--- config.mk ---
export PLATFORM = sky130hd
export DESIGN_NAME = led_matrix_fade_scanner
export DESIGN_NICKNAME = d
export VERILOG_FILES = /design/src/design/lmfs_pkg.sv /design/src/design/lmfs_lane.sv /design/src/design/lmfs_merge.sv /design/src/design/led_matrix_fade_scanner.sv
export SDC_FILE = /design/constraint.sdc
export NUM_CORES = 1
export LEC_CHECK = 0
export ABC_AREA = 1
export BUFFER_PORTS_ARGS = -buffer_cell sky130_fd_sc_hd__buf_2
export CORE_MARGIN = 2
export CORE_UTILIZATION = 50
export CTS_BUF_LIST = sky130_fd_sc_hd__clkbuf_8
export DETAILED_ROUTE_END_ITERATION = 6
export PLACE_DENSITY = 0.66
export SLEW_MARGIN = 10
export SYNTH_ARGS = -nofsm -noshare
export SYNTH_HDL_FRONTEND = slang
export SYNTH_SLANG_ARGS = --single-unit
--- constraint.sdc ---
create_clock -name clk -period 6.1 [get_ports clk]
set_input_delay 1.83 -clock clk [delete_from_list [all_inputs] [get_ports clk]]
set_output_delay 1.83 -clock clk [all_outputs]
set_load 0.02 [all_outputs]
--- src/design/lmfs_pkg.sv ---
// lmfs_pkg: shared types, constants and the brightness table of the LED matrix fade scanner
// no dependencies; imported by every module of the block

package lmfs_pkg;

	// fade levels and counter limits
	localparam int unsigned LEVELS    = 64;
	localparam int unsigned CNT_W     = 6;
	localparam logic [CNT_W-1:0] CNT_MAX = CNT_W'(LEVELS - 1);

	// configuration port
	localparam int unsigned CFG_INDEX_W = 2;
	localparam int unsigned CFG_DATA_W  = 6;
	localparam logic [CFG_INDEX_W-1:0] REG_FADE_STEP  = 2'd0;
	localparam logic [CFG_INDEX_W-1:0] REG_INVERT_PWM = 2'd1;

	// table entries with a meaning of their own
	localparam logic [7:0] LEVEL_OFF  = 8'd0;
	localparam logic [7:0] LEVEL_FULL = 8'd255;

	typedef enum logic [1:0] {
		DRIVE_OFF  = 2'd0,
		DRIVE_FULL = 2'd1,
		DRIVE_PWM  = 2'd2
	} drive_mode_t;

	// drive of one row as a lane finds it
	typedef struct packed {
		drive_mode_t mode;
		logic [7:0]  duty;
	} lane_result_t;

	// control shared by all lanes
	typedef struct packed {
		logic                  load;
		logic                  clear;
		logic [CNT_W-1:0]      fade_step;
		logic                  invert;
	} lane_ctrl_t;

	// perceptual brightness curve
	localparam logic [7:0] BRIGHT_TABLE [LEVELS] = '{
		8'd0,   8'd0,   8'd0,   8'd0,   8'd0,   8'd0,   8'd0,   8'd0,
		8'd0,   8'd1,   8'd1,   8'd1,   8'd1,   8'd2,   8'd2,   8'd2,
		8'd2,   8'd3,   8'd3,   8'd4,   8'd4,   8'd5,   8'd5,   8'd6,
		8'd6,   8'd7,   8'd8,   8'd9,   8'd10,  8'd11,  8'd12,  8'd13,
		8'd14,  8'd16,  8'd17,  8'd19,  8'd21,  8'd23,  8'd25,  8'd28,
		8'd30,  8'd33,  8'd36,  8'd40,  8'd44,  8'd48,  8'd52,  8'd57,
		8'd62,  8'd68,  8'd74,  8'd81,  8'd89,  8'd97,  8'd106, 8'd115,
		8'd126, 8'd138, 8'd150, 8'd164, 8'd179, 8'd195, 8'd213, 8'd255
	};

	function automatic logic [7:0] bright_level(input logic [CNT_W-1:0] cnt);
		return BRIGHT_TABLE[cnt];
	endfunction

endpackage

--- src/design/lmfs_lane.sv ---
// lmfs_lane: one matrix row; holds the fade counters of that row and works out its drive
// depends on lmfs_pkg

module lmfs_lane import lmfs_pkg::*; #(
	parameter int unsigned COLUMNS = 8,
	parameter int unsigned COL_W   = 3
) (
	input  logic               clk,
	input  logic               arst_n,
	input  lane_ctrl_t         ctrl,
	input  logic [COL_W-1:0]   col,
	input  logic [COLUMNS-1:0] row_bits,
	output lane_result_t       result
);

	logic [CNT_W-1:0] cnt_q [COLUMNS];
	logic [CNT_W-1:0] cnt_rd;
	logic [CNT_W-1:0] cnt_next;
	logic [CNT_W:0]   cnt_sum;
	logic [7:0]       level;
	logic             led_on;
	logic             hold_full;
	lane_result_t     res_comb;
	lane_result_t     res_s1;

	// counter and state of the led in the active column
	assign cnt_rd    = cnt_q[col];
	assign led_on    = row_bits[col];
	assign level     = bright_level(cnt_rd);
	assign hold_full = (ctrl.fade_step == '0) && led_on;
	assign cnt_sum   = {1'b0, cnt_rd} + {1'b0, ctrl.fade_step};

	// drive from the table entry; an on led with fading disabled is driven full on
	always_comb begin
		res_comb.mode = DRIVE_OFF;
		res_comb.duty = '0;
		if (hold_full) begin
			res_comb.mode = DRIVE_FULL;
		end else if (level == LEVEL_FULL) begin
			res_comb.mode = DRIVE_FULL;
		end else if (level != LEVEL_OFF) begin
			res_comb.mode = DRIVE_PWM;
			res_comb.duty = ctrl.invert ? ~level : level;
		end
	end

	// step the counter toward its target and clamp
	always_comb begin
		cnt_next = cnt_rd;
		if (led_on) begin
			cnt_next = (cnt_sum > {1'b0, CNT_MAX}) ? CNT_MAX : cnt_sum[CNT_W-1:0];
		end else if (cnt_rd > ctrl.fade_step) begin
			cnt_next = cnt_rd - ctrl.fade_step;
		end else begin
			cnt_next = '0;
		end
	end

	// counter store, one entry per column
	always_ff @(posedge clk or negedge arst_n) begin
		if (!arst_n) begin
			for (int c = 0; c < COLUMNS; c++) begin
				cnt_q[c] <= '0;
			end
		end else if (ctrl.clear) begin
			for (int c = 0; c < COLUMNS; c++) begin
				cnt_q[c] <= '0;
			end
		end else if (ctrl.load && !hold_full) begin
			cnt_q[col] <= cnt_next;
		end
	end

	// registered drive of this row
	always_ff @(posedge clk or negedge arst_n) begin
		if (!arst_n) begin
			res_s1 <= '{mode: DRIVE_OFF, duty: '0};
		end else if (ctrl.load) begin
			res_s1 <= res_comb;
		end
	end

	assign result = res_s1;

	// an on led with fading disabled is driven full on
	assert property (@(posedge clk) disable iff (!arst_n)
		(ctrl.load && ctrl.fade_step == '0 && led_on) |=> res_s1.mode == DRIVE_FULL)
		else $error("lane: led on with fading disabled not driven full on");

	// duty only carries a value in pwm mode
	assert property (@(posedge clk) disable iff (!arst_n)
		(res_s1.mode != DRIVE_PWM) |-> res_s1.duty == '0)
		else $error("lane: duty set outside pwm mode");

	// clearing empties the counters; checked on the counter of column zero
	assert property (@(posedge clk) disable iff (!arst_n)
		ctrl.clear |=> cnt_q[0] == '0)
		else $error("lane: counter not cleared");

endmodule

--- src/design/lmfs_merge.sv ---
// lmfs_merge: collects the lane results of one tick and hands them out one row a cycle
// while out_ready is high; depends on lmfs_pkg

module lmfs_merge import lmfs_pkg::*; #(
	parameter int unsigned ROWS  = 8,
	parameter int unsigned ROW_W = 3,
	parameter int unsigned COL_W = 3
) (
	input  logic             clk,
	input  logic             arst_n,
	input  logic             load,
	input  logic [COL_W-1:0] col,
	input  lane_result_t     results [ROWS],
	input  logic             out_ready,
	output logic             free,
	output logic             out_valid,
	output logic [COL_W-1:0] col_out,
	output logic [ROW_W-1:0] row_out,
	output lane_result_t     res_out,
	output logic             row_last
);

	logic             busy_q;
	logic [ROW_W-1:0] row_q;
	logic [COL_W-1:0] col_q;
	logic             out_take;

	assign row_last  = (row_q == ROW_W'(ROWS - 1));
	assign out_take  = busy_q && out_ready;
	assign free      = !busy_q || (out_ready && row_last);
	assign out_valid = busy_q;
	assign col_out   = col_q;
	assign row_out   = row_q;
	assign res_out   = results[row_q];

	// row sequencer
	always_ff @(posedge clk or negedge arst_n) begin
		if (!arst_n) begin
			busy_q <= 1'b0;
			row_q  <= '0;
		end else if (load) begin
			busy_q <= 1'b1;
			row_q  <= '0;
		end else if (out_take) begin
			if (row_last) begin
				busy_q <= 1'b0;
				row_q  <= '0;
			end else begin
				row_q <= row_q + 1'b1;
			end
		end
	end

	// column of the tick in flight
	always_ff @(posedge clk or negedge arst_n) begin
		if (!arst_n) begin
			col_q <= '0;
		end else if (load) begin
			col_q <= col;
		end
	end

	// a new tick starts at its first row
	assert property (@(posedge clk) disable iff (!arst_n)
		load |=> (busy_q && row_q == '0))
		else $error("merge: new tick does not start at row zero");

	// rows advance by one per taken row
	assert property (@(posedge clk) disable iff (!arst_n)
		(out_take && !row_last && !load) |=> row_q == ROW_W'($past(row_q) + 1'b1))
		else $error("merge: row skipped or repeated");

	// row never leaves the matrix
	assert property (@(posedge clk) disable iff (!arst_n)
		busy_q |-> row_q <= ROW_W'(ROWS - 1))
		else $error("merge: row beyond matrix");

endmodule

--- src/design/led_matrix_fade_scanner.sv ---
// led_matrix_fade_scanner: the first row result is valid in the cycle after a request
// is taken, then one row result per cycle while out_ready is high, ROWS results per
// request. the next request is taken in the cycle that the last row leaves, set by the
// row sequencer.
// reset clears all fade counters, the active column and both registers at once;
// a fade_step write clears every fade counter together. no clearing pass.

module led_matrix_fade_scanner import lmfs_pkg::*; #(
	parameter int unsigned COLUMNS = 8,
	parameter int unsigned ROWS    = 8
) (
	input  logic                   clk,
	input  logic                   arst_n,
	input  logic                   cfg_write,
	input  logic [CFG_INDEX_W-1:0] cfg_index,
	input  logic [CFG_DATA_W-1:0]  cfg_data,
	input  logic                   in_valid,
	output logic                   in_ready,
	input  logic [63:0]            led_states,
	output logic                   out_valid,
	input  logic                   out_ready,
	output logic [2:0]             column,
	output logic [2:0]             row,
	output logic [1:0]             drive_mode,
	output logic [7:0]             duty,
	output logic                   last
);

	localparam int unsigned COL_W = (COLUMNS > 1) ? $clog2(COLUMNS) : 1;
	localparam int unsigned ROW_W = (ROWS > 1) ? $clog2(ROWS) : 1;

	logic [CNT_W-1:0] fade_step_q;
	logic             invert_q;
	logic [COL_W-1:0] active_col_q;
	logic             load;
	logic             free;
	lane_ctrl_t       ctrl;
	lane_result_t     results [ROWS];
	lane_result_t     res_out;
	logic [COL_W-1:0] col_out;
	logic [ROW_W-1:0] row_out;

	assign in_ready = free;
	assign load     = in_valid && free;

	assign ctrl.load      = load;
	assign ctrl.clear     = cfg_write && (cfg_index == REG_FADE_STEP);
	assign ctrl.fade_step = fade_step_q;
	assign ctrl.invert    = invert_q;

	// configuration registers
	always_ff @(posedge clk or negedge arst_n) begin
		if (!arst_n) begin
			fade_step_q <= '0;
			invert_q    <= 1'b0;
		end else if (cfg_write) begin
			if (cfg_index == REG_FADE_STEP) begin
				fade_step_q <= cfg_data[CNT_W-1:0];
			end else if (cfg_index == REG_INVERT_PWM) begin
				invert_q <= cfg_data[0];
			end
		end
	end

	// active column, wraps after the last one
	always_ff @(posedge clk or negedge arst_n) begin
		if (!arst_n) begin
			active_col_q <= '0;
		end else if (load) begin
			if (active_col_q == COL_W'(COLUMNS - 1)) begin
				active_col_q <= '0;
			end else begin
				active_col_q <= active_col_q + 1'b1;
			end
		end
	end

	// one lane per row
	for (genvar r = 0; r < ROWS; r++) begin : g_lane
		lmfs_lane #(
			.COLUMNS (COLUMNS),
			.COL_W   (COL_W)
		) u_lane (
			.clk      (clk),
			.arst_n   (arst_n),
			.ctrl     (ctrl),
			.col      (active_col_q),
			.row_bits (led_states[r*COLUMNS +: COLUMNS]),
			.result   (results[r])
		);
	end

	// row by row hand-out
	lmfs_merge #(
		.ROWS  (ROWS),
		.ROW_W (ROW_W),
		.COL_W (COL_W)
	) u_merge (
		.clk       (clk),
		.arst_n    (arst_n),
		.load      (load),
		.col       (active_col_q),
		.results   (results),
		.out_ready (out_ready),
		.free      (free),
		.out_valid (out_valid),
		.col_out   (col_out),
		.row_out   (row_out),
		.res_out   (res_out),
		.row_last  (last)
	);

	assign column     = 3'(col_out);
	assign row        = 3'(row_out);
	assign drive_mode = res_out.mode;
	assign duty       = res_out.duty;

endmodule
==> reports/qor.yml <==
logic_synthesis:
  synthSimpleGateAreaFrac: 0.273
  synth_nets: 4900
  synthFlopType: "dfrtp_1"
  synth_cell_types: 56
  synth_top_cell_by_area: "dfrtp_1"
  ys_seq_area_frac: 0.364
  synth_cells: 4651
  synth_area_leaders: "dfrtp_1 (36%), nand2_1 (17%), o21ai_0 (10%)"
  synth_compound_area_frac: 0.185
  synth_common_cells: "nand2_1 (1480), o21ai_0 (686), dfrtp_1 (481), inv_1 (388), nor2_1 (247)"
  synth_top_cell_area_share: 0.364
  synthXorXnorAreaFrac: 0.0257
  yosys_warnings: 0
  synth_edf_count: 0
  yosysMostFrequentCell: "nand2_1"
  async_flop_share: 1.00
  syn-cell-area_um2: 33000
  synth_top_family_by_area: "simple AND/OR/NAND/NOR gates"
  synthMuxAreaShare: 0
  syn_avg_cell_area_um2: 7.11
  synth_fa_ha_area_frac: 0.0688
  ys_seq_elements: 481
route:
  via_per_inst: 5.75
  routed_wl_mm: 111
  antenna_left: 0
  wl_per_cell_um: 19.7
  drc_errors: 0
  dr.pass1.iters: 6
  num_vias: 32286
  drtIter0Drc: 3279
clocking:
  cts_resized: 0
  clk_latency_ns: 0.72
  post_cts_buffers: 0
  clk_pin_slew_ns: 0.06
  clockBufferDepth: 3
  cts.sinks: 481
  cts_tree: "built"
  ctsHoldBuffers: 0
  htreeDepth: 3
  cts_root_buffer: "clkbuf_8"
  cts-buffers-inserted: 86
die:
  rows: 94
  die_h_um: 261
  core_area_um2: 65600
  ios: 96
  start_util: 0.504
  die_w_um: 261
  dieArea_um2: 68200
cells_and_area:
  drive_gt1_frac: 0.0907
  syn2layout_area_growth_pct: 8.20
  finalNonFillerCells: 5617
  fill_cells: 6502
  layout.nets: 4934
job:
  drv_cap: 0
placed_design:
  hpwl_mm: 74.5
  dp.cells: 5461
  place_congestion: 0.949
  portBuffers: 95
critical_path:
  worstPathRequired_ns: 4.27
  cpMaxStageDelayCell: "dfrtp_1"
  critical-path-top-delay-family: "flip-flops"
  path_max_fanout: 23
  crit_buf_inv: 2
  worst_path_largest_cell_delay_ns: 0.81
  arrival_ns: 3.08
  start_kind: "flop"
  setup.worst_path.class: "flop to primary output"
  crit_chain: "inv_1 -> nor2_1 -> o21ai_0 -> a31oi_1 -> buf_2"
  critPathCaptureType: "primary output"
power:
  ir_drop_mv: 0.490
  p_per_area_nw_per_um2: 662
  p_leak_uw: 0.0179
timing:
  finalClockSkew_ns: 0.0503
  setup_viol: 0
  rsz0062_at_grt: "no"
  period_share: 0.805
  worstMarginPinSlew_ns: 1.32
  fmax_mhz: 204
  tns_ns: 0
  slew-limit-headroom: 0.117
  finalMaxSlewViolations: 0
  hold_viol: 0
  finalCriticalPeriod_ns: 4.91
global_route:
  grt_pass1_wl_mm: 173
  antenna_found_initial: 2
  grt_max_degree: 104
  grt_overflow: 0
  first_global_vias: 30448
  grt_usage: 0.324
outcome:
  status: "complete, no violations"
min_path:
  hp-class: "flop to flop"
-- worst paths after layout --
check                                                        from                                     end  slack [ns]  cells past startpoint
max                                u_merge.row_out[1]$_DFFE_PN0P_                                 duty[2]        1.19                      5
min                        g_lane[5].u_lane.result[8]$_DFFE_PN0P_  g_lane[5].u_lane.result[8]$_DFFE_PN0P_        0.48                      2
max reg2reg                           active_col_q[0]$_DFFE_PN0P_   g_lane[3].u_lane.cnt_q[9]$_DFFE_PN0P_        1.25                     20
min reg2reg                g_lane[5].u_lane.result[8]$_DFFE_PN0P_  g_lane[5].u_lane.result[8]$_DFFE_PN0P_        0.48                      2
max in group asynchronous                                  arst_n  g_lane[6].u_lane.cnt_q[26]$_DFFE_PN0P_        3.76                      2
min in group asynchronous                                  arst_n   g_lane[7].u_lane.cnt_q[8]$_DFFE_PN0P_        1.21                      1
-- worst reg2reg max path: stages, from the launching register on --
cell and delay [ns]:
dfrtp_4 0.78, buf_4 0.62, o21ai_0 0.20, nand2_1 0.08, nand2_1 0.06, nand2_1 0.08
nand2_2 0.13, inv_1 0.20, ha_1 0.20, inv_1 0.06, fa_1 0.41, nand2_1 0.08
inv_1 0.05, o21ai_1 0.12, nand2_1 0.10, a21oi_1 0.14, nor2_1 0.05, o22ai_1 0.37
nor3b_1 0.09, o21ai_0 0.64, o21ai_0 0.21
-- routing by layer --
layer	up-vias	share of wire	GRT usage
li1	15426	-	-
met1	15259	0.42	0.431
met2	1323	0.45	0.519
met3	278	0.075	0.0498
met4	0	0.049	0.153
met5	-	0	0
-- sequential cells by signal, summed over array words and instances (netlist names) --
name                  cells
u_merge.out_valid         1
active_col_q              3
g_lane.u_lane.result     80
u_merge.col_out           3
u_merge.row_out           3
invert_q                  1
fade_step_q               6
g_lane.u_lane.cnt_q     384
-- final cells by class --
class | instances | area (um2) | area share
Multi-Input combinational cell | 3550 | 18300 | 0.511
Sequential cell | 481 | 12000 | 0.337
Timing Repair Buffer | 147 | 976 | 0.0273
Tap cell | 864 | 1080 | 0.0302
Clock inverter | 42 | 228 | 0.00637
Inverter | 419 | 1580 | 0.0442
Clock buffer | 113 | 1560 | 0.0435
Antenna cell | 1 | 2.50 | 0.0000700
-- placed cells by master (no fill, tap or decap), types with 4 or more instances in the layout --
cell type / Yosys / routed
nand2_1: 1480 / 1479
o21ai_0: 686 / 686
dfrtp_1: 481 / 477
inv_1: 388 / 413
nor2_1: 247 / 239
nand3_1: 236 / 236
o22ai_1: 165 / 165
ha_1: 156 / 156
clkbuf_8: 0 / 113
xor2_1: 95 / 95
buf_2: 49 / 94
o21ai_1: 93 / 93
a21oi_1: 90 / 90
nand4_1: 64 / 64
nand2_2: 50 / 50
buf_4: 24 / 44
nor2_2: 21 / 28
inv_2: 25 / 25
fa_1: 16 / 16
nor3_1: 15 / 15
a31oi_1: 13 / 13
nand3_2: 12 / 12
o21bai_1: 12 / 12
nand3b_1: 11 / 11
o31ai_1: 11 / 11
clkinv_2: 0 / 9
a221oi_1: 9 / 9
a21oi_4: 8 / 8
buf_12: 0 / 8
nand2_4: 5 / 6
o211ai_1: 6 / 6
clkinv_1: 4 / 5
a21o_1: 5 / 5
nor2_4: 3 / 4
a22oi_1: 4 / 4
-- power by group --
| group | total (uW) | switching [uW] | internal (uW) |
|---|---|---|---|
| clock network | 3170 | 1460 | 1700 |
| logic | 15300 | 11000 | 4280 |
| registers | 5210 | 716 | 4490 |
-- logic make-up (layout without fill, tap and decap cells) --
| group | count (synthesis) | count (layout) |
|---|---|---|
| and+or+nand+nor | 2162 | 2162 |
| other | 0 | 1 |
| adders and majority gates | 172 | 172 |
| buffers and inverters | 620 | 721 |
| AOI/OAI and AO/OA | 1119 | 1119 |
| xor gates and xnor gates | 97 | 97 |
| DFF | 481 | 481 |
-- per-stage QoR --
stage          total power, uW  hold WS (ns)  utilization  setup WS [ns]  area [um2]
2_1_floorplan            16000         0.444            -           2.21       33000
3_3_place_gp             20100         0.458        0.518           1.42       34000
3_5_place_dp             20100         0.461        0.518           1.38       34000
4_1_cts                  23400         0.476        0.545           1.19       35800
5_1_grt                  25600         0.497        0.545          0.853       35800
6_report                 23700         0.477        0.545           1.19       35800
Note: power is estimated with default switching activity, not from simulation.
